`src/design/nsr_pkg.sv`:
```
// Shared types, constants and helper functions for the nine-slice rectangle generator.
package nsr_pkg;

   // Coordinate format: signed, 8 fraction bits. Widths below follow from it.
   localparam int COORD_BITS = 24;
   localparam int QB         = COORD_BITS - 1;  // sizes, fitted margins, quotients
   localparam int EB         = COORD_BITS + 2;  // unsaturated destination edges

   localparam int LANE_STAGES = QB + 2;         // clamp, multiply, one stage per quotient bit

   localparam int CELL_COUNT  = 9;
   localparam int CENTER_CELL = 4;

   localparam int QUEUE_DEPTH    = 4;
   localparam int QUEUE_PTR_BITS = $clog2(QUEUE_DEPTH);

   localparam int CSR_COUNT     = 7;
   localparam int CSR_DATA_BITS = 32;
   localparam int CSR_ADDR_BITS = $clog2(4 * CSR_COUNT);
   localparam int CSR_IDX_BITS  = CSR_ADDR_BITS - 2;

   localparam logic [CSR_IDX_BITS-1:0] CSR_TEX_WIDTH     = CSR_IDX_BITS'(0);
   localparam logic [CSR_IDX_BITS-1:0] CSR_TEX_HEIGHT    = CSR_IDX_BITS'(1);
   localparam logic [CSR_IDX_BITS-1:0] CSR_SOURCE_LEFT   = CSR_IDX_BITS'(2);
   localparam logic [CSR_IDX_BITS-1:0] CSR_SOURCE_TOP    = CSR_IDX_BITS'(3);
   localparam logic [CSR_IDX_BITS-1:0] CSR_SOURCE_RIGHT  = CSR_IDX_BITS'(4);
   localparam logic [CSR_IDX_BITS-1:0] CSR_SOURCE_BOTTOM = CSR_IDX_BITS'(5);
   localparam logic [CSR_IDX_BITS-1:0] CSR_CENTER_ENABLE = CSR_IDX_BITS'(6);

   typedef enum logic {
      KIND_RECT,
      KIND_SRC_FIT
   } item_kind_type;

   typedef struct packed {
      logic signed [COORD_BITS-1:0] rect_x;
      logic signed [COORD_BITS-1:0] rect_y;
      logic signed [COORD_BITS-1:0] rect_width;
      logic signed [COORD_BITS-1:0] rect_height;
      logic signed [COORD_BITS-1:0] target_left;
      logic signed [COORD_BITS-1:0] target_top;
      logic signed [COORD_BITS-1:0] target_right;
      logic signed [COORD_BITS-1:0] target_bottom;
   } req_type;

   typedef struct packed {
      logic [3:0]                   cell_index;
      logic [QB-1:0]                piece_src_x;
      logic [QB-1:0]                piece_src_y;
      logic [QB-1:0]                piece_src_width;
      logic [QB-1:0]                piece_src_height;
      logic signed [COORD_BITS-1:0] piece_dst_x;
      logic signed [COORD_BITS-1:0] piece_dst_y;
      logic [QB-1:0]                piece_dst_width;
      logic [QB-1:0]                piece_dst_height;
      logic                         last_piece;
   } rsp_type;

   typedef struct packed {
      logic [QB-1:0]                tex_width;
      logic [QB-1:0]                tex_height;
      logic signed [COORD_BITS-1:0] source_left;
      logic signed [COORD_BITS-1:0] source_top;
      logic signed [COORD_BITS-1:0] source_right;
      logic signed [COORD_BITS-1:0] source_bottom;
      logic                         center_enable;
   } cfg_type;

   // Fitted texture grid: column edges sx[0..3], row edges sy[0..3].
   typedef struct packed {
      logic [3:0][QB-1:0] sx;
      logic [3:0][QB-1:0] sy;
   } src_geom_type;

   // One rectangle as handed from front to back.
   typedef struct packed {
      logic [3:0][EB-1:0]      dx;
      logic [3:0][EB-1:0]      dy;
      logic [CELL_COUNT-1:0]   mask;
   } queue_entry_type;

   function automatic logic signed [COORD_BITS-1:0] sat_coord(input logic signed [EB-1:0] v);
      logic signed [COORD_BITS-1:0] r;
      if (v[EB-1:COORD_BITS-1] == '0 || v[EB-1:COORD_BITS-1] == '1) begin
         r = v[COORD_BITS-1:0];
      end else if (v[EB-1]) begin
         r = {1'b1, {(COORD_BITS-1){1'b0}}};
      end else begin
         r = {1'b0, {(COORD_BITS-1){1'b1}}};
      end
      return r;
   endfunction

   function automatic logic [1:0] cell_row(input logic [3:0] idx);
      logic [1:0] r;
      case (idx)
         4'd0, 4'd1, 4'd2: r = 2'd0;
         4'd3, 4'd4, 4'd5: r = 2'd1;
         default:          r = 2'd2;
      endcase
      return r;
   endfunction

   function automatic logic [1:0] cell_col(input logic [3:0] idx);
      logic [1:0] c;
      case (idx)
         4'd0, 4'd3, 4'd6: c = 2'd0;
         4'd1, 4'd4, 4'd7: c = 2'd1;
         default:          c = 2'd2;
      endcase
      return c;
   endfunction

endpackage

```
`src/design/nsr_fifo.sv`:
```
// Short queue of classified rectangles between front and back.
module nsr_fifo import nsr_pkg::*; (
   input  logic            clock,
   input  logic            reset,
   input  logic            push,
   input  queue_entry_type wdata,
   input  logic            pop,
   output queue_entry_type rdata,
   output logic            full,
   output logic            empty
);

   queue_entry_type           mem_ff [QUEUE_DEPTH];
   logic [QUEUE_PTR_BITS:0]   wr_ptr_ff, wr_ptr_in;
   logic [QUEUE_PTR_BITS:0]   rd_ptr_ff, rd_ptr_in;

   always_comb begin
      empty     = wr_ptr_ff == rd_ptr_ff;
      full      = (wr_ptr_ff[QUEUE_PTR_BITS] != rd_ptr_ff[QUEUE_PTR_BITS]) &&
                  (wr_ptr_ff[QUEUE_PTR_BITS-1:0] == rd_ptr_ff[QUEUE_PTR_BITS-1:0]);
      rdata     = mem_ff[rd_ptr_ff[QUEUE_PTR_BITS-1:0]];
      wr_ptr_in = wr_ptr_ff + (QUEUE_PTR_BITS+1)'(push);
      rd_ptr_in = rd_ptr_ff + (QUEUE_PTR_BITS+1)'(pop);
   end

   always_ff @(posedge clock) begin
      if (reset) begin
         wr_ptr_ff <= '0;
         rd_ptr_ff <= '0;
      end else begin
         wr_ptr_ff <= wr_ptr_in;
         rd_ptr_ff <= rd_ptr_in;
      end
   end

   always_ff @(posedge clock) begin
      if (push) begin
         mem_ff[wr_ptr_ff[QUEUE_PTR_BITS-1:0]] <= wdata;
      end
   end

endmodule

```
`config.mk`:
```
export PLATFORM = sky130hd
export DESIGN_NAME = nsr_fifo
export DESIGN_NICKNAME = d
export VERILOG_FILES = /design/src/design/nsr_pkg.sv /design/src/design/nsr_fifo.sv
export SDC_FILE = /design/constraint.sdc
export NUM_CORES = 1
export LEC_CHECK = 0
export BUFFER_PORTS_ARGS = -buffer_cell sky130_fd_sc_hd__buf_4
export CORE_MARGIN = 2
export CORE_UTILIZATION = 35
export DETAILED_ROUTE_END_ITERATION = 10
export SETUP_SLACK_MARGIN = 0.15
export SLEW_MARGIN = 20
export SYNTH_ARGS = -nofsm -noshare
export SYNTH_HDL_FRONTEND = slang
export SYNTH_SLANG_ARGS = --single-unit
```
`constraint.sdc`:
```
create_clock -name clock -period 28.3 [get_ports clock]
set_clock_uncertainty 0.2 [all_clocks]
set_input_delay 4.245 -clock clock [delete_from_list [all_inputs] [get_ports clock]]
set_output_delay 4.245 -clock clock [all_outputs]
set_load 0.005 [all_outputs]
```
==> results.toml <==
[timing]
layout_min_cycle_time_ns = 8.51
rsz0062_at_grt = "no"
setup_viol_count_final = 0
hold_viol = 0
worstMarginPinSlew_ns = 1.11
min_period_over_period_pct = 30.1
max_freq_mhz = 117
tns_ns = 0
slew-limit-headroom_pct = 26.0
slew_violations = 0

[clock_network]
clkSlewWorstSetupHoldPaths_ns = 0.05
cts_max_level = 3
cts_tree = "done"
cts_max_path_buffers = 3
clockRootBuffer = "clkbuf_16"
cts_resized = 0
cts_hold_buf = 0
clock-sinks = 874
cts_setup_buffers = 0
insertion_delay_ns = 0.67
numCtsBuffers = 92

[synth]
ys_warn_count = 0
synth_area_per_cell_um2 = 27.1
synthDistinctLibCells = 18
synthesis.nets = 1386
yosys_register_bits = 874
netlist_top_cells_area = "edfxtp_1, mux4_2, buf_2"
netlist.area_leader.share_pct = 82.7
synthesis.area_mm2 = 0.0315
synth-seq-area-share_pct = 83.1
postSynthCellCount = 1161
yosys.area.top_type = "edfxtp_1"

[global_routing]
groute.usage.overall_pct = 14.0
grt.overflow.total = 0
first_global_vias = 15100
antenna_found_initial = 8
grt_max_degree = 129
grt_pass1_wl_mm = 96.9

[drt]
wl_per_cell_um = 22.2
wl_mm = 64.7
vias_per_cell = 4.80
first_pass_iters = 4
drtAntennaViolNets = 0
drt_iter0_markers = 824
drc = 0
vias = 14000

[place]
dp_hpwl_mm = 38.2
placed_area_mm2 = 0.0362
place.gp.congestion = 0.711
dp_cells = 2746
io_buffers = 439

[finish]
final_common_cell = "edfxtp_1"
layout.nets = 1889
fillCellCount = 7597
multi_input_area_mm2 = 0.00508
layout_common_cells = "edfxtp_1, buf_4, mux4_2"
seqCellArea_mm2 = 0.0262
stdcell_count = 2917
post-route-cell-area_mm2 = 0.0391
area_growth_pct = 24.0
layout-drive-gt1-share_pct = 46.0

[critical_path]
required_ns = 23.85
rr_worst_depth = 3
worstSetupStartpointType = "flip-flop"
crit_type = "flip-flop to primary output"
critPathLaunch = "rd_ptr_ff[0]$_SDFF_PP0_"
cp.arrival_ns = 4.07
crit_fanout = 44
cp-end-kind = "primary output"
rr_startpoint = "wr_ptr_ff[0]$_SDFF_PP0_"

[power_and_ir_drop]
leakage_nw = 12.9
peakVddDrop_mv = 0.0484
p_per_area_mw_per_mm2 = 74.7

[flow_run]
maxCapViolCount = 0

[min_path]
worstHoldPathType = "flip-flop to flip-flop"
hp-start = "rd_ptr_ff[2]$_SDFF_PP0_"
whs_path_depth = 2

[floorplanning]
initial_core_util_pct = 35.2
dieArea_mm2 = 0.0925
core_area_mm2 = 0.0896
die_x_um = 304
io_pins = 440
die_h_um = 304
rows = 110

[run_status]
status = "finished, final reports clean"
cell usage after synthesis:
master and count:
buf_6 3, and3b_1 1, buf_4 12, nor2_1 3, buf_1 2, mux4_2 217
nor2b_1 4, nand2_1 1, xnor2_1 3, buf_2 24, nor3_1 1, xor2_1 2
dfxtp_1 6, and3_1 1, clkbuf_1 7, nor3b_1 2, edfxtp_1 868, ha_1 4
final timing paths:
| path | end | slack (ns) |
|---|---|---|
| worst max-delay path | rdata[56] | 19.79 |
| worst min-delay path | rd_ptr_ff[2]$_SDFF_PP0_ | 0.34 |
| worst max register to register | mem_ff[1][127]$_DFFE_PP_ | 24.67 |
| worst min register to register | rd_ptr_ff[2]$_SDFF_PP0_ | 0.34 |
worst max-delay path: stages, from the launching register on:
cell and delay (ns):
dfxtp_4 0.90, buf_4 0.79, buf_4 0.81, mux4_2 0.63
buf_4 0.15
registers in the layout, indices dropped and copies added (netlist names):
name and cells:
rd_ptr_ff 3, mem_ff 868, wr_ptr_ff 3
routing by layer:
metal  vias to the layer above  wire [um]  global-route usage (%)
met5                         -         44                       0
met4                         6       1570                    4.91
met3                       112       5070                    4.97
met2                       402      33100                    23.4
met1                      7389      24800                    16.7
li1                       6095          -                       -
through the flow:
| step | utilization (%) | power (mW) | hold WS (ns) | setup slack (ns) |
|---|---|---|---|---|
| floorplan | - | 1.68 | 0.296 | 7.31 |
| global placement | 40.4 | 1.81 | 0.316 | 20.24 |
| detailed placement | 40.4 | 1.82 | 0.328 | 20.26 |
| CTS | 43.6 | 2.97 | 0.336 | 19.51 |
| global route | 43.6 | 3.03 | 0.384 | 19.33 |
| finish | 43.6 | 2.92 | 0.343 | 19.79 |
cell type report:
| class | instances | area share [%] |
|---|---|---|
| Antenna cell | 3 | 0.0192 |
| Clock buffer | 114 | 6.15 |
| Clock inverter | 54 | 1.17 |
| Multi-Input combinational cell | 239 | 13.0 |
| Sequential cell | 874 | 67.0 |
| Tap cell | 1176 | 3.76 |
| Timing Repair Buffer | 457 | 8.90 |
kinds of logic after synthesis:
kind of cell | after synthesis | synth area share (%)
mux | 217 | 15.5
flops | 874 | 83.1
buf+inv | 48 | 0.881
xor+xnor | 5 | 0.139
simple gates | 13 | 0.238
fa+ha+maj | 4 | 0.159
power by group:
part	internal, mW	switching, mW
Combinational	0.149	0.128
Clock	0.652	0.488
Sequential	1.49	0.0172
Total	2.29	0.633
Note: power is estimated with default switching activity, not from simulation.
