$ cat config.mk
export PLATFORM = sky130hd
export DESIGN_NAME = nsr_csr
export DESIGN_NICKNAME = d
export VERILOG_FILES = /design/src/design/nsr_pkg.sv /design/src/design/nsr_csr.sv
export SDC_FILE = /design/constraint.sdc
export NUM_CORES = 1
export LEC_CHECK = 0
export BUFFER_PORTS_ARGS = -buffer_cell sky130_fd_sc_hd__clkbuf_2
export CELL_PAD_IN_SITES_DETAIL_PLACEMENT = 0
export CELL_PAD_IN_SITES_GLOBAL_PLACEMENT = 1
export CORE_ASPECT_RATIO = 1.4
export CORE_MARGIN = 1
export CORE_UTILIZATION = 42
export DETAILED_ROUTE_END_ITERATION = 12
export GPL_TIMING_DRIVEN = 1
export PLACE_DENSITY_LB_ADDON = 0.1
export SLEW_MARGIN = 40
export SYNTH_ARGS = -nofsm -noshare
export SYNTH_HDL_FRONTEND = slang
export SYNTH_SLANG_ARGS = --single-unit
$ cat constraint.sdc
create_clock -name clock -period 3.8 [get_ports clock]
set_input_delay 0.76 -clock clock [delete_from_list [all_inputs] [get_ports clock]]
set_output_delay 0.76 -clock clock [all_outputs]
set_load 0.02 [all_outputs]
$ cat src/design/nsr_pkg.sv
// Shared types, constants and helper functions for the nine-slice rectangle generator.
package nsr_pkg;

   // Coordinate format: signed, 8 fraction bits. Widths below follow from it.
   localparam int COORD_BITS = 24;
   localparam int QB         = COORD_BITS - 1;  // sizes, fitted margins, quotients
   localparam int EB         = COORD_BITS + 2;  // unsaturated destination edges

   localparam int LANE_STAGES = QB + 2;         // clamp, multiply, one stage per quotient bit

   localparam int CELL_COUNT  = 9;
   localparam int CENTER_CELL = 4;

   localparam int QUEUE_DEPTH    = 4;
   localparam int QUEUE_PTR_BITS = $clog2(QUEUE_DEPTH);

   localparam int CSR_COUNT     = 7;
   localparam int CSR_DATA_BITS = 32;
   localparam int CSR_ADDR_BITS = $clog2(4 * CSR_COUNT);
   localparam int CSR_IDX_BITS  = CSR_ADDR_BITS - 2;

   localparam logic [CSR_IDX_BITS-1:0] CSR_TEX_WIDTH     = CSR_IDX_BITS'(0);
   localparam logic [CSR_IDX_BITS-1:0] CSR_TEX_HEIGHT    = CSR_IDX_BITS'(1);
   localparam logic [CSR_IDX_BITS-1:0] CSR_SOURCE_LEFT   = CSR_IDX_BITS'(2);
   localparam logic [CSR_IDX_BITS-1:0] CSR_SOURCE_TOP    = CSR_IDX_BITS'(3);
   localparam logic [CSR_IDX_BITS-1:0] CSR_SOURCE_RIGHT  = CSR_IDX_BITS'(4);
   localparam logic [CSR_IDX_BITS-1:0] CSR_SOURCE_BOTTOM = CSR_IDX_BITS'(5);
   localparam logic [CSR_IDX_BITS-1:0] CSR_CENTER_ENABLE = CSR_IDX_BITS'(6);

   typedef enum logic {
      KIND_RECT,
      KIND_SRC_FIT
   } item_kind_type;

   typedef struct packed {
      logic signed [COORD_BITS-1:0] rect_x;
      logic signed [COORD_BITS-1:0] rect_y;
      logic signed [COORD_BITS-1:0] rect_width;
      logic signed [COORD_BITS-1:0] rect_height;
      logic signed [COORD_BITS-1:0] target_left;
      logic signed [COORD_BITS-1:0] target_top;
      logic signed [COORD_BITS-1:0] target_right;
      logic signed [COORD_BITS-1:0] target_bottom;
   } req_type;

   typedef struct packed {
      logic [3:0]                   cell_index;
      logic [QB-1:0]                piece_src_x;
      logic [QB-1:0]                piece_src_y;
      logic [QB-1:0]                piece_src_width;
      logic [QB-1:0]                piece_src_height;
      logic signed [COORD_BITS-1:0] piece_dst_x;
      logic signed [COORD_BITS-1:0] piece_dst_y;
      logic [QB-1:0]                piece_dst_width;
      logic [QB-1:0]                piece_dst_height;
      logic                         last_piece;
   } rsp_type;

   typedef struct packed {
      logic [QB-1:0]                tex_width;
      logic [QB-1:0]                tex_height;
      logic signed [COORD_BITS-1:0] source_left;
      logic signed [COORD_BITS-1:0] source_top;
      logic signed [COORD_BITS-1:0] source_right;
      logic signed [COORD_BITS-1:0] source_bottom;
      logic                         center_enable;
   } cfg_type;

   // Fitted texture grid: column edges sx[0..3], row edges sy[0..3].
   typedef struct packed {
      logic [3:0][QB-1:0] sx;
      logic [3:0][QB-1:0] sy;
   } src_geom_type;

   // One rectangle as handed from front to back.
   typedef struct packed {
      logic [3:0][EB-1:0]      dx;
      logic [3:0][EB-1:0]      dy;
      logic [CELL_COUNT-1:0]   mask;
   } queue_entry_type;

   function automatic logic signed [COORD_BITS-1:0] sat_coord(input logic signed [EB-1:0] v);
      logic signed [COORD_BITS-1:0] r;
      if (v[EB-1:COORD_BITS-1] == '0 || v[EB-1:COORD_BITS-1] == '1) begin
         r = v[COORD_BITS-1:0];
      end else if (v[EB-1]) begin
         r = {1'b1, {(COORD_BITS-1){1'b0}}};
      end else begin
         r = {1'b0, {(COORD_BITS-1){1'b1}}};
      end
      return r;
   endfunction

   function automatic logic [1:0] cell_row(input logic [3:0] idx);
      logic [1:0] r;
      case (idx)
         4'd0, 4'd1, 4'd2: r = 2'd0;
         4'd3, 4'd4, 4'd5: r = 2'd1;
         default:          r = 2'd2;
      endcase
      return r;
   endfunction

   function automatic logic [1:0] cell_col(input logic [3:0] idx);
      logic [1:0] c;
      case (idx)
         4'd0, 4'd3, 4'd6: c = 2'd0;
         4'd1, 4'd4, 4'd7: c = 2'd1;
         default:          c = 2'd2;
      endcase
      return c;
   endfunction

endpackage

$ cat src/design/nsr_csr.sv
// APB register file: texture size, source margins and center enable.
module nsr_csr import nsr_pkg::*; (
   input  logic                     clock,
   input  logic                     reset,
   input  logic                     csr_psel,
   input  logic                     csr_penable,
   input  logic                     csr_pwrite,
   input  logic [CSR_ADDR_BITS-1:0] csr_paddr,
   input  logic [CSR_DATA_BITS-1:0] csr_pwdata,
   output logic [CSR_DATA_BITS-1:0] csr_prdata,
   output logic                     csr_pready,
   output cfg_type                  cfg,
   output logic                     cfg_wr
);

   cfg_type                 cfg_ff;
   cfg_type                 cfg_in;
   logic [CSR_IDX_BITS-1:0] idx;

   assign idx        = csr_paddr[CSR_ADDR_BITS-1:2];
   assign csr_pready = 1'b1;
   assign cfg_wr     = csr_psel & csr_penable & csr_pwrite;
   assign cfg        = cfg_ff;

   always_comb begin
      cfg_in = cfg_ff;
      if (cfg_wr) begin
         unique case (idx)
            CSR_TEX_WIDTH:     cfg_in.tex_width     = csr_pwdata[QB-1:0];
            CSR_TEX_HEIGHT:    cfg_in.tex_height    = csr_pwdata[QB-1:0];
            CSR_SOURCE_LEFT:   cfg_in.source_left   = csr_pwdata[COORD_BITS-1:0];
            CSR_SOURCE_TOP:    cfg_in.source_top    = csr_pwdata[COORD_BITS-1:0];
            CSR_SOURCE_RIGHT:  cfg_in.source_right  = csr_pwdata[COORD_BITS-1:0];
            CSR_SOURCE_BOTTOM: cfg_in.source_bottom = csr_pwdata[COORD_BITS-1:0];
            CSR_CENTER_ENABLE: cfg_in.center_enable = csr_pwdata[0];
            default:           cfg_in = cfg_ff;
         endcase
      end
   end

   always_comb begin
      unique case (idx)
         CSR_TEX_WIDTH:     csr_prdata = CSR_DATA_BITS'(cfg_ff.tex_width);
         CSR_TEX_HEIGHT:    csr_prdata = CSR_DATA_BITS'(cfg_ff.tex_height);
         CSR_SOURCE_LEFT:   csr_prdata = CSR_DATA_BITS'($unsigned(cfg_ff.source_left));
         CSR_SOURCE_TOP:    csr_prdata = CSR_DATA_BITS'($unsigned(cfg_ff.source_top));
         CSR_SOURCE_RIGHT:  csr_prdata = CSR_DATA_BITS'($unsigned(cfg_ff.source_right));
         CSR_SOURCE_BOTTOM: csr_prdata = CSR_DATA_BITS'($unsigned(cfg_ff.source_bottom));
         CSR_CENTER_ENABLE: csr_prdata = CSR_DATA_BITS'(cfg_ff.center_enable);
         default:           csr_prdata = '0;
      endcase
   end

   always_ff @(posedge clock) begin
      if (reset) begin
         cfg_ff <= '{tex_width: '0, tex_height: '0, source_left: '0, source_top: '0,
                     source_right: '0, source_bottom: '0, center_enable: 1'b1};
      end else begin
         cfg_ff <= cfg_in;
      end
   end

endmodule

==> qor.txt <==
Core region area = 16100 um2
Post-route setup slack = 0.567 ns
Largest net degree at the start of global routing = 97
Num CTS Buffers = 17
Status = finished, final reports clean
Drt initial violations = 278
DR pass1 iterations = 4
Area Growth Syn to Fin = 25.4%
Fin Clk Skew = 0 ns
Worst vdd ir = 0.295 mV
Synth area leader = dfxtp_1
Filler Cells Inserted = 1534
TritonCTS clock tree = built
Finished Cell Area = 8640 um2
Combinational share of power = 0.067
PnR Total Power = 3.69 mW
Worst Tran Pin Value = 0.816 ns
CTS H-tree depth = 4
Syn Area/Cell = 10.5 um2
Global route overflow = 0
Worst-path clk slew = 0.06 ns
Postcts setup bufs = 0
Vias = 5489
NetSw = 807 uW
Post-CTS Hold Buffers = 0
Mapped Area = 6890 um2
Net count, final = 881
Post-synthesis async set-or-reset flop share = 0
Placed cell count = 1019
Port buffer count = 199
Row Count = 55
Setup WS pre-CTS = 0.588 ns
Worst EP arrival = 2.47 ns
Crit path capture type = output port
Register bit total from synthesis = 143
Die H = 154 um
TNS Setup = 0 ns
Min-delay worst type = flop to flop
Area contributors post-synth = dfxtp_1, mux2i_1, nand2b_1
Crit share post-route = 0.851
Vias per inst = 5.23
Syn Inst Count = 657
Vias in the first global route = 5536
Seq/Total Area, Yosys = 0.415
Max FFs per register = 143
Root buffer cell = clkbuf_16
RePlAce Congestion = 0.776
Ys Warns = 0
Synth unique cells = 37
Leakage = 4.40 nW
Share of cells above drive strength 1 = 0.330
Top_reg_cell synth = dfxtp_1
Diode count = 0
First-pass GRT wire length = 31700 um
Clock Power Share = 0.521
Total die area = 16900 um2
Drt drc = 0
WHS = 0.488 ns
Initial Util = 0.428
Pwr per Cell Area = 427 nW/um2
Number of max-cap violations = 0
Internal cell power = 2.88 mW
Final HPWL DP = 14000 um
CP Class = primary input to output port
Worst-Skew Late Latency = 0.42 ns
Wirelength per Cell = 19.9 um
Final Non-Filler Cells = 1050
Clk sinks = 143
Total track usage = 0.252
Antenna violation net count after detailed routing = 0
Fin util = 0.537
Worst path required time = 3.04 ns
Crit path time final = 3.23 ns
Post-synth EDFFs = 0
Crit Path Max Fanout = 22
Net Sw Frac = 0.219
CTS Buffer Depth = 2
Top Ports = 219
Die width = 110 um
Final slew viol count = 0
Unrepaired setup endpoints after global routing = false
F_max = 0.309 GHz
Post-cts resize count = 0
Slew margin rel. = 0.456
Kind of start point of the critical path = primary input
Part of the power in registers = 0.412
Final setup vio count = 0
Placed cell area = 7960 um2
Initial antenna violation count = 0
Final Hold Viols = 0
Routed WL = 20900 um
Share of the synthesized area in the top cell type = 0.415
-- power by group through the flow --
| stage | Sequential, mW | Clock, mW | Combinational [mW] |
|---|---|---|---|
| 4_1_cts | 1.52 | 1.96 | 0.247 |
| 3_3_place_gp | 1.55 | 0 | 0.241 |
| 3_5_place_dp | 1.55 | 0 | 0.246 |
| 2_1_floorplan | 1.56 | 0 | 0.159 |
| 5_1_grt | 1.52 | 2.02 | 0.263 |
| 6_report | 1.52 | 1.92 | 0.245 |
-- cell usage after synthesis (2+ instances only) --
cell       instances
nand2_1           17
clkbuf_1          23
mux2_2            27
nand2b_1         167
nor2b_1            4
buf_6              4
nor2_1             3
a22oi_1           18
dfxtp_1          143
a2bb2oi_1          3
o22ai_1            4
o21ai_0            3
buf_4             20
o221ai_1           9
nand3_4            2
nand3_1            3
buf_2             10
o211ai_1           6
conb_1             2
mux2i_1          172
-- path summary, 6_finish.rpt --
kind | startpoint | end | slack [ns] | cells after the start
setup / recovery | csr_paddr[2] | csr_prdata[9] | 0.57 | 6
hold / removal | cfg[107] | cfg[107] | 0.49 | 2
setup reg to reg | cfg[119] | cfg[119] | 3.10 | 2
hold reg to reg | cfg[107] | cfg[107] | 0.49 | 2
-- routing by layer --
metal / vias to the layer above / track usage / routed length (um)
li1: 2620 / - / -
met3: 23 / 0.0691 / 1350
met4: 0 / 0.0721 / 254
met2: 159 / 0.431 / 10400
met5: - / 0 / 0
met1: 2687 / 0.303 / 8840
-- layout make-up --
cell class / instances / area (um2) / share of cell area
Multi-Input combinational cell: 463 / 3730 / 0.432
Sequential cell: 143 / 2860 / 0.331
Inverter: 1 / 3.75 / 0.000434
Tap cell: 199 / 249 / 0.0288
Timing Repair Buffer: 213 / 1120 / 0.129
Clock inverter: 10 / 208 / 0.0240
Clock buffer: 21 / 470 / 0.0544
-- kinds of logic (layout without fill, tap and decap cells) --
logic type | count (synthesis) | in the layout | synth area share
compound gates | 46 | 46 | 0.0505
buf+inv | 58 | 245 | 0.0486
flops | 143 | 143 | 0.415
mux | 199 | 199 | 0.294
other cells | 2 | 9 | 0.00109
simple gates | 209 | 209 | 0.191
-- cells in the final DEF (no fill, tap or decap), drive strengths merged, types with 9 or more instances in the layout --
cell | Yosys | layout
mux2i | 172 | 172
buf | 34 | 16
conb | 2 | 9
mux2 | 27 | 27
clkbuf | 23 | 218
nand2b | 167 | 167
dfxtp | 143 | 143
nand2 | 19 | 19
a22oi | 18 | 18
o221ai | 9 | 9
-- worst max-delay path, cell delays in order --
cell and delay [ns]:
clkbuf_2 0.38, buf_4 0.45, and2b_1 0.34, a2bb2oi_1 0.20, o21ai_0 0.11, clkbuf_2 0.21
Note: power is estimated with default switching activity, not from simulation.
