File: src/design/nsr_pkg.sv
// Shared types, constants and helper functions for the nine-slice rectangle generator.
package nsr_pkg;

   // Coordinate format: signed, 8 fraction bits. Widths below follow from it.
   localparam int COORD_BITS = 24;
   localparam int QB         = COORD_BITS - 1;  // sizes, fitted margins, quotients
   localparam int EB         = COORD_BITS + 2;  // unsaturated destination edges

   localparam int LANE_STAGES = QB + 2;         // clamp, multiply, one stage per quotient bit

   localparam int CELL_COUNT  = 9;
   localparam int CENTER_CELL = 4;

   localparam int QUEUE_DEPTH    = 4;
   localparam int QUEUE_PTR_BITS = $clog2(QUEUE_DEPTH);

   localparam int CSR_COUNT     = 7;
   localparam int CSR_DATA_BITS = 32;
   localparam int CSR_ADDR_BITS = $clog2(4 * CSR_COUNT);
   localparam int CSR_IDX_BITS  = CSR_ADDR_BITS - 2;

   localparam logic [CSR_IDX_BITS-1:0] CSR_TEX_WIDTH     = CSR_IDX_BITS'(0);
   localparam logic [CSR_IDX_BITS-1:0] CSR_TEX_HEIGHT    = CSR_IDX_BITS'(1);
   localparam logic [CSR_IDX_BITS-1:0] CSR_SOURCE_LEFT   = CSR_IDX_BITS'(2);
   localparam logic [CSR_IDX_BITS-1:0] CSR_SOURCE_TOP    = CSR_IDX_BITS'(3);
   localparam logic [CSR_IDX_BITS-1:0] CSR_SOURCE_RIGHT  = CSR_IDX_BITS'(4);
   localparam logic [CSR_IDX_BITS-1:0] CSR_SOURCE_BOTTOM = CSR_IDX_BITS'(5);
   localparam logic [CSR_IDX_BITS-1:0] CSR_CENTER_ENABLE = CSR_IDX_BITS'(6);

   typedef enum logic {
      KIND_RECT,
      KIND_SRC_FIT
   } item_kind_type;

   typedef struct packed {
      logic signed [COORD_BITS-1:0] rect_x;
      logic signed [COORD_BITS-1:0] rect_y;
      logic signed [COORD_BITS-1:0] rect_width;
      logic signed [COORD_BITS-1:0] rect_height;
      logic signed [COORD_BITS-1:0] target_left;
      logic signed [COORD_BITS-1:0] target_top;
      logic signed [COORD_BITS-1:0] target_right;
      logic signed [COORD_BITS-1:0] target_bottom;
   } req_type;

   typedef struct packed {
      logic [3:0]                   cell_index;
      logic [QB-1:0]                piece_src_x;
      logic [QB-1:0]                piece_src_y;
      logic [QB-1:0]                piece_src_width;
      logic [QB-1:0]                piece_src_height;
      logic signed [COORD_BITS-1:0] piece_dst_x;
      logic signed [COORD_BITS-1:0] piece_dst_y;
      logic [QB-1:0]                piece_dst_width;
      logic [QB-1:0]                piece_dst_height;
      logic                         last_piece;
   } rsp_type;

   typedef struct packed {
      logic [QB-1:0]                tex_width;
      logic [QB-1:0]                tex_height;
      logic signed [COORD_BITS-1:0] source_left;
      logic signed [COORD_BITS-1:0] source_top;
      logic signed [COORD_BITS-1:0] source_right;
      logic signed [COORD_BITS-1:0] source_bottom;
      logic                         center_enable;
   } cfg_type;

   // Fitted texture grid: column edges sx[0..3], row edges sy[0..3].
   typedef struct packed {
      logic [3:0][QB-1:0] sx;
      logic [3:0][QB-1:0] sy;
   } src_geom_type;

   // One rectangle as handed from front to back.
   typedef struct packed {
      logic [3:0][EB-1:0]      dx;
      logic [3:0][EB-1:0]      dy;
      logic [CELL_COUNT-1:0]   mask;
   } queue_entry_type;

   function automatic logic signed [COORD_BITS-1:0] sat_coord(input logic signed [EB-1:0] v);
      logic signed [COORD_BITS-1:0] r;
      if (v[EB-1:COORD_BITS-1] == '0 || v[EB-1:COORD_BITS-1] == '1) begin
         r = v[COORD_BITS-1:0];
      end else if (v[EB-1]) begin
         r = {1'b1, {(COORD_BITS-1){1'b0}}};
      end else begin
         r = {1'b0, {(COORD_BITS-1){1'b1}}};
      end
      return r;
   endfunction

   function automatic logic [1:0] cell_row(input logic [3:0] idx);
      logic [1:0] r;
      case (idx)
         4'd0, 4'd1, 4'd2: r = 2'd0;
         4'd3, 4'd4, 4'd5: r = 2'd1;
         default:          r = 2'd2;
      endcase
      return r;
   endfunction

   function automatic logic [1:0] cell_col(input logic [3:0] idx);
      logic [1:0] c;
      case (idx)
         4'd0, 4'd3, 4'd6: c = 2'd0;
         4'd1, 4'd4, 4'd7: c = 2'd1;
         default:          c = 2'd2;
      endcase
      return c;
   endfunction

endpackage

File: src/design/nsr_back.sv
// Back end: walks a rectangle's emit mask, one cell pair per unstalled cycle.
module nsr_back import nsr_pkg::*; (
   input  logic            clock,
   input  logic            reset,
   input  logic            q_empty,
   input  queue_entry_type q_rdata,
   output logic            q_pop,
   input  src_geom_type    geom,
   output logic            rsp_valid,
   input  logic            rsp_stall,
   output rsp_type         rsp_data
);

   logic [CELL_COUNT-1:0] cur_mask_ff, cur_mask_in;
   logic [3:0][EB-1:0]    cur_dx_ff, cur_dy_ff;
   logic                  rsp_valid_ff, rsp_valid_in;
   rsp_type               rsp_data_ff, rsp_data_in;

   logic                  out_free, emit, last;
   logic [CELL_COUNT-1:0] low, rest;
   logic [3:0]            idx;
   logic [1:0]            row, col;
   logic signed [EB-1:0]  dxc, dxn, dyc, dyn, dw, dh;

   always_comb begin
      out_free = !rsp_valid_ff | !rsp_stall;
      emit     = (cur_mask_ff != '0) & out_free;
      low      = cur_mask_ff & (~cur_mask_ff + CELL_COUNT'(1));
      rest     = cur_mask_ff & ~low;
      last     = rest == '0;
      q_pop    = !q_empty & ((cur_mask_ff == '0) | (emit & last));
      if (q_pop) begin
         cur_mask_in = q_rdata.mask;
      end else if (emit) begin
         cur_mask_in = rest;
      end else begin
         cur_mask_in = cur_mask_ff;
      end
      rsp_valid_in = out_free ? emit : rsp_valid_ff;
   end

   always_comb begin
      idx = '0;
      for (int i = 0; i < CELL_COUNT; i++) begin
         if (low[i]) begin
            idx = 4'(i);
         end
      end
      row = cell_row(idx);
      col = cell_col(idx);
      dxc = $signed(cur_dx_ff[col]);
      dxn = $signed(cur_dx_ff[col + 2'd1]);
      dyc = $signed(cur_dy_ff[row]);
      dyn = $signed(cur_dy_ff[row + 2'd1]);
      dw  = dxn - dxc;
      dh  = dyn - dyc;

      rsp_data_in.cell_index       = idx;
      rsp_data_in.piece_src_x      = geom.sx[col];
      rsp_data_in.piece_src_y      = geom.sy[row];
      rsp_data_in.piece_src_width  = geom.sx[col + 2'd1] - geom.sx[col];
      rsp_data_in.piece_src_height = geom.sy[row + 2'd1] - geom.sy[row];
      rsp_data_in.piece_dst_x      = sat_coord(dxc);
      rsp_data_in.piece_dst_y      = sat_coord(dyc);
      rsp_data_in.piece_dst_width  = dw[QB-1:0];
      rsp_data_in.piece_dst_height = dh[QB-1:0];
      rsp_data_in.last_piece       = last;
   end

   always_ff @(posedge clock) begin
      if (reset) begin
         cur_mask_ff  <= '0;
         rsp_valid_ff <= 1'b0;
      end else begin
         cur_mask_ff  <= cur_mask_in;
         rsp_valid_ff <= rsp_valid_in;
      end
   end

   always_ff @(posedge clock) begin
      if (q_pop) begin
         cur_dx_ff <= q_rdata.dx;
         cur_dy_ff <= q_rdata.dy;
      end
      if (emit) begin
         rsp_data_ff <= rsp_data_in;
      end
   end

   assign rsp_valid = rsp_valid_ff;
   assign rsp_data  = rsp_data_ff;

endmodule

File: config.mk
export PLATFORM = sky130hd
export DESIGN_NAME = nsr_back
export DESIGN_NICKNAME = d
export VERILOG_FILES = /design/src/design/nsr_pkg.sv /design/src/design/nsr_back.sv
export SDC_FILE = /design/constraint.sdc
export NUM_CORES = 1
export LEC_CHECK = 0
export ABC_AREA = 1
export BUFFER_PORTS_ARGS = -buffer_cell sky130_fd_sc_hd__buf_2
export CAP_MARGIN = 30
export CELL_PAD_IN_SITES_DETAIL_PLACEMENT = 0
export CELL_PAD_IN_SITES_GLOBAL_PLACEMENT = 1
export CORE_ASPECT_RATIO = 0.8
export CORE_MARGIN = 3
export CORE_UTILIZATION = 35
export CTS_CLUSTER_SIZE = 12
export DETAILED_ROUTE_END_ITERATION = 7
export GPL_TIMING_DRIVEN = 0
export HOLD_SLACK_MARGIN = 0.1
export PLACE_DENSITY_LB_ADDON = 0.15
export SETUP_SLACK_MARGIN = 0.4
export SYNTH_ARGS = -nofsm -noshare
export SYNTH_HDL_FRONTEND = slang
export SYNTH_SLANG_ARGS = --single-unit
File: constraint.sdc
create_clock -name clock -period 14.2 [get_ports clock]
set_input_delay 1.42 -clock clock [delete_from_list [all_inputs] [get_ports clock]]
set_output_delay 1.42 -clock clock [all_outputs]
set_load 0.03 [all_outputs]
==> metrics.cfg, run 1 <==
[sta]
skew_ps=23.86
slew_headroom_pct=32.66
rsz0062_at_grt=no
fin_crit_ps=5406
fin_crit_sh_pct=38.07
maxSlewViolCount=0
setup_tns_ps=0
setup_viol=0
fmax_ghz=0.1850
tightest_slew_ps=1010
hold_violations=0

[worst_setup_path]
cp-start-kind=flip-flop
r2r_cells=21
path_class=flip-flop to flip-flop
crit_slowest_cell=o311ai_0
critical_path_buf_inv_count=5
startpoint=cur_mask_ff[2]$_SDFFE_PP0P_
critPathRequiredTime_ps=14520
cp_num_cells=21
rr_startpoint=cur_mask_ff[2]$_SDFFE_PP0P_
worstPathMaxFanout=10
cp_cell_sequence=nor2_4 > nand2_4 > nor2_4 > nand2_1 > inv_1 > nor2_4 > nand2_2 > nand4_2 > inv_1 > buf_2 > buf_2 > nand2_1 > o211ai_1 > inv_1 > ha_1 > fa_1 > o21ai_0 > a21oi_1 > o311ai_0 > nand3b_1 > nand2_1
cpPeakStageDelay_ps=770
r2r-end=rsp_data[140]$_DFFE_PP_
crit_arrival_ps=5730
endpoint_kind=flip-flop
reg2reg_slack_ps=8790
cp_top_family=compound AO/OA/AOI/OAI gates

[synthesis]
ys_warn_count=0
synthArstFlopShare_pct=0
avgSynthCellArea_um2=9.537
synth_xor_area_share_pct=3.182
synth_area_mm2=0.02202
seq_area_frac_synth_pct=54.50
ys.flop_type=edfxtp_1
muxShareOfSynthArea_pct=0
synth.ff_latch_count=403
synthAdderAreaFrac_pct=5.364
yosys.area_share.simple_pct=13.53
synth_edf_count=393
synth_fp_nets=2806
syn_inst=2309
synth_top_family_by_area=compound AO/OA/AOI/OAI gates
yosysUniqueCellTypes=48
synth_compound_area_share_pct=14.47

[clock_tree]
cts_buffers=46
cts-root-buf=clkbuf_16
cts_setup_buffers=0
cts_tree=done
cts_max_path_buffers=3
clk_latency_ps=580
ctsHoldBuffers=0
cts.sinks=403
clk_pin_slew_worst_paths_ps=60
htree_num_levels=2
cts_resized=0

[finish]
layout-drive-gt1-share_pct=25.53
syn2layout_area_growth_pct=25.99
num-fill-cells=6068
multi_input_area_mm2=0.008056
utilization_pct=44.95
register_area_mm2=0.01200
nets=3453

[hold_path]
min_to=cur_mask_ff[8]$_SDFFE_PP0P_
hp-start=cur_mask_ff[8]$_SDFFE_PP0P_
min_path_cells=2
min_path_type=flip-flop to flip-flop

[placed_design]
place_hpwl_um=66670
gp_congestion=0.9036
port_buffers=591

[routing]
wirelength_um=84350
drc=0
vias=19810
wl_per_cell_um=22.00
viasPerCell=5.166
drt_first_pass_iters=5
ant_nets=0
drt_iter0_markers=1693

[global_route]
first_global_vias=19310
grt_max_degree=104
gr-usage-all-layers_pct=24.71
antenna_found_initial=18
overflow=0
grt_pass1_wl_um=121900

[floorplan]
rows=81
dieHeight_um=230.4
die_w_um=286.4
dieArea_mm2=0.06598
ioPinCount=598
fp.coreArea_mm2=0.06172
initial_core_util_pct=35.68

[run_status]
status=completed

[run]
maxCapViolations=0

## worst min-delay path, stage by stage (launching register included)
cell      delay, ps
dfxtp_1         340
o21ai_0          90
a211oi_1         80
## area by class of cell
| class | count | share of cell area, % |
|---|---|---|
| flip-flops and latches | 403 | 43.26 |
| multi-input cells | 1410 | 29.04 |
| repair buffers | 599 | 11.32 |
| inverters | 411 | 5.588 |
| clock buffers | 67 | 4.726 |
| well taps | 830 | 3.743 |
| plain buffers | 85 | 1.542 |
| clock inverters | 18 | 0.6855 |
| diodes | 11 | 0.09922 |
## registers in the layout, indices dropped and copies added, names as in the netlist
register and count:
rsp_data 191, cur_dx_ff 101, cur_dy_ff 101, cur_mask_ff 9, rsp_valid 1
## routing by layer
metal / vias to the layer above / track usage, % / wire length [um]
li1: 9196 / - / -
met1: 9649 / 36.07 / 38670
met2: 809 / 37.37 / 36830
met3: 142 / 4.334 / 6287
met4: 10 / 7.497 / 2494
met5: - / 0 / 69
## kinds of logic after synthesis
logic type	after synthesis
simple gates	699
compound gates	539
buf+inv	496
flops	403
fa+ha+maj	92
xor+xnor	80
## cell usage after synthesis (8+ instances only)
library cell    n  area (um^2)
o211ai_1       58        435.4
a21oi_1       109        545.5
xor2_1         53        464.2
o21bai_1       22        165.2
nor3_1         15        75.07
nor2_1         84        315.3
o21ai_1        24        120.1
ha_1           88         1101
buf_2          33        165.2
inv_1         405         1520
nand4_1        23        143.9
o22ai_1        14        87.58
edfxtp_1      393        11800
dfxtp_1        10        200.2
nand3_1        73        365.4
xnor2_1        27        236.5
clkbuf_1       36        135.1
buf_4          12        90.09
nand2_2        11        68.82
or2_2           8        50.05
o21ai_0       231         1156
nand2_1       454         1704
o221ai_1       43        376.6
## through the flow
stage / area (um^2) / hold WS, ps / setup slack [ps] / cells
floorplan: 22020 / 482.2 / 2789 / 2309
global placement: 26020 / 512.4 / -4163 / 3730
detailed placement: 26220 / 530.9 / 8775 / 3738
CTS: 27720 / 546.0 / 8762 / 3823
global route: 27730 / 582.2 / 8406 / 3830
finish: 27740 / 552.4 / 8794 / 3834
## placed cells by master, fill, tap and decap left out, types with 14 or more instances in the layout
cell type / count
o22ai_1: 14
clkbuf_16: 47
a21oi_1: 109
o21ai_0: 231
buf_2: 624
edfxtp_1: 393
o21bai_1: 22
nor3_1: 15
ha_1: 88
o21ai_1: 24
o211ai_1: 58
xnor2_1: 27
nand2_1: 454
xor2_1: 53
nand4_1: 23
o221ai_1: 43
clkbuf_1: 50
nand3_1: 73
nor2_1: 83
inv_1: 404
## how the worst max path moves through the flow
stage                             endpoint
6_report           rsp_data[140]$_DFFE_PP_
5_1_grt            rsp_data[140]$_DFFE_PP_
4_1_cts            rsp_data[140]$_DFFE_PP_
3_5_place_dp       rsp_data[140]$_DFFE_PP_
3_3_place_gp   cur_mask_ff[6]$_SDFFE_PP0P_
2_1_floorplan  cur_mask_ff[1]$_SDFFE_PP0P_
Power of run 1 is not shown: default switching activity piles up to over one toggle a cycle in this logic, so the estimate is an artifact.
==> inputs of run 2 (changes only) <==
--- a/config.mk
+++ b/config.mk
@@ -5,7 +5,7 @@
 export SDC_FILE = /design/constraint.sdc
 export NUM_CORES = 1
 export LEC_CHECK = 0
-export ABC_AREA = 1
+export ABC_AREA = 0
 export BUFFER_PORTS_ARGS = -buffer_cell sky130_fd_sc_hd__buf_2
 export CAP_MARGIN = 30
 export CELL_PAD_IN_SITES_DETAIL_PLACEMENT = 0
==> constraint.sdc (replaced) <==
create_clock -name clock -period 5.1 [get_ports clock]
set_input_delay 0.51 -clock clock [delete_from_list [all_inputs] [get_ports clock]]
set_output_delay 0.51 -clock clock [all_outputs]
set_load 0.03 [all_outputs]
==> metrics.cfg, run 2 <==
[sta]
fin_crit_sh_pct=90.35
hold_violations=0
maxSlewViolCount=0
fin_crit_ps=4608
fmax_ghz=0.2170
skew_ps=30.33
timing.final.ws_setup_ps=492.0
rsz0062_at_grt=yes
tightest_slew_ps=1039
setup_viol=0
slew_headroom_pct=29.97

[placed_design]
pre_cts_ws_ps=-875.7
gp_congestion=0.9076
place_hpwl_um=55250
port_buffers=590

[synthesis]
synth_fp_nets=2182
yosys.area.top_type_share_pct=58.68
ys_warn_count=0
seq_area_frac_synth_pct=59.67
synth_edf_count=393
synth.ff_latch_count=403
synthArstFlopShare_pct=0
ys.flop_type=edfxtp_1
syn_inst=1685
ys_top_cells_by_count=edfxtp_1, nor2_1, nand2_1
yosysTopAreaCell=edfxtp_1
synthTopCellsByArea=edfxtp_1, ha_1, nor2_1, xnor2_1, nand2_1
yosysMostFrequentCell=edfxtp_1
avgSynthCellArea_um2=11.94
yosysUniqueCellTypes=70
synth_area_mm2=0.02011

[routing]
drt_iter0_markers=1666
drt_first_pass_iters=8
vias=17770
drc=8
wirelength_um=74720
ant_nets=0
viasPerCell=5.268
wl_per_cell_um=22.16

[hold_path]
min_to=cur_dx_ff[31]$_DFFE_PP_
min_path_type=primary input to flip-flop
min_path_cells=1
hp-start=q_rdata[144]

[clock_tree]
cts_tree=done
cts-root-buf=clkbuf_16
cts_buffers=45
cts_max_path_buffers=3
cts.sinks=403
clk_pin_slew_worst_paths_ps=60
clk_latency_ps=580
htree_num_levels=2

[floorplan]
dieHeight_um=220.4
ioPinCount=598
die_w_um=274.0
dieArea_mm2=0.06039
fp.coreArea_mm2=0.05607
rows=77
initial_core_util_pct=35.87

[finish]
nets=3076
layout-drive-gt1-share_pct=34.61
syn2layout_area_growth_pct=44.10
most-common-layout-cells=buf_2, edfxtp_1, dlygate4sd3_1, nor2_1, nand2_1
largest_reg_flops=191
final_common_cell=buf_2

[power_and_ir_drop]
powerDensity_mw_per_mm2=905.5
total_power_uw=26240
vdd_drop_max_mv=0.3984
power.leakage_uw=0.01197

[global_route]
grt.busiest_layer=met2
use_met3_pct=4.911
grt_pass1_wl_um=107100
grt_max_degree=39
overflow=0
use_met1_pct=31.15
first_global_vias=17580
gr-usage-all-layers_pct=23.55
antenna_found_initial=21
grtUsageMet2_pct=38.28

[worst_setup_path]
critPathRequiredTime_ps=5410
path_class=flip-flop to flip-flop
worstPathMaxFanout=7
crit_arrival_ps=4920
cp-start-kind=flip-flop
endpoint_kind=flip-flop
r2r-end=rsp_data[46]$_DFFE_PP_
r2r_cells=19
reg2reg_slack_ps=490
rr_startpoint=cur_mask_ff[0]$_SDFFE_PP0P_

[run]
maxCapViolations=0

[run_status]
status=finished, violations left
violations=DRC

## run 2: cell count changes after synthesis, moves of 38 or more
cell	before	now
inv_1	405	79
nand2_1	454	136
o21ai_0	231	58
nor2_1	84	185
nand3_1	73	16
o211ai_1	58	10
a222oi_1	0	43
a31oi_1	7	49
o221ai_1	43	1
o22ai_1	14	52
## run 2: critical path, cell delays in order, from the launching register on
cell and delay [ps]:
dfxtp_1 300, buf_6 130, or4_4 560, nor4_4 160, nor2_2 90, a221o_2 470
buf_12 180, a22o_1 190, a21oi_2 170, inv_1 80, fa_2 380, nor2b_4 130
o31a_1 180, o211ai_1 110, buf_4 160, a311oi_4 390, nor3_4 70, o41ai_2 340
a21oi_1 130, xnor2_1 130
## run 2: worst max-delay path by stage
stage	start	end	slack, ps	depth (start not counted)
2_1_floorplan	cur_mask_ff[3]$_SDFFE_PP0P_	cur_mask_ff[2]$_SDFFE_PP0P_	6	9
3_3_place_gp	cur_mask_ff[3]$_SDFFE_PP0P_	cur_mask_ff[1]$_SDFFE_PP0P_	-2110	9
3_5_place_dp	cur_mask_ff[0]$_SDFFE_PP0P_	rsp_data[117]$_DFFE_PP_	-880	20
4_1_cts	cur_mask_ff[0]$_SDFFE_PP0P_	rsp_data[117]$_DFFE_PP_	370	20
5_1_grt	cur_mask_ff[0]$_SDFFE_PP0P_	rsp_data[23]$_DFFE_PP_	300	16
6_report	cur_mask_ff[0]$_SDFFE_PP0P_	rsp_data[46]$_DFFE_PP_	490	19
## run 2: power breakdown
group / internal [uW] / switching, uW
combinational: 6500 / 10200
sequential: 5940 / 388
clock: 1830 / 1390
total: 14300 / 12000
## run 2: cell families (layout without fill, tap and decap cells)
logic type,count (synthesis),in the layout,synth area share [%]
and+or+nand+nor,439,439,9.469
adders and majority gates,94,94,5.972
DFF,403,403,59.67
other,0,10,0
AOI/OAI and AO/OA,512,512,18.27
buffers and inverters,160,1087,3.260
xor gates and xnor gates,77,77,3.353
## run 2: cell type report
type	count	area [um^2]
Tap cell	750	938.4
Clock buffer	60	1212
Sequential cell	403	12000
Inverter	81	307.8
Timing Repair Buffer	847	5600
Fill cell	5134	27090
Clock inverter	20	212.7
Multi-Input combinational cell	1122	8094
Antenna cell	10	25.02
Buffer	79	588.1
## run 2: timing repair
action | CTS | global route
hold buffers | 189 | 1
pin swaps | 26 | 31
endpoints found under the setup margin | 63 | 29
buffers inserted | 23 | 29
gates resized for setup | 106 | 117
hold endpoints to repair | 189 | 1
gates cloned | 1 | 0
## run 2: per-layer routing
metal  up-vias  routed length, um
li1       8276                  -
met1      8575              31090
met2       755              35190
met3       141               5747
met4        18               2591
met5         -                103
## run 2: metrics by stage
stage / cells / TNS (ps) / util, % / hold WS, ps / area [um^2]
after floorplan: 1685 / 0 / - / 509.4 / 20180
after global placement: 3025 / -649860 / 42.93 / 537.6 / 24070
after detailed placement: 3039 / -14420 / 43.46 / 547.3 / 24370
after CTS: 3332 / 0 / 50.39 / 101.0 / 28250
after global routing: 3371 / 0 / 51.68 / 101.2 / 28980
final: 3372 / 0 / 51.69 / 137.9 / 28980
No activity file was read; power rests on OpenSTA's default activity.
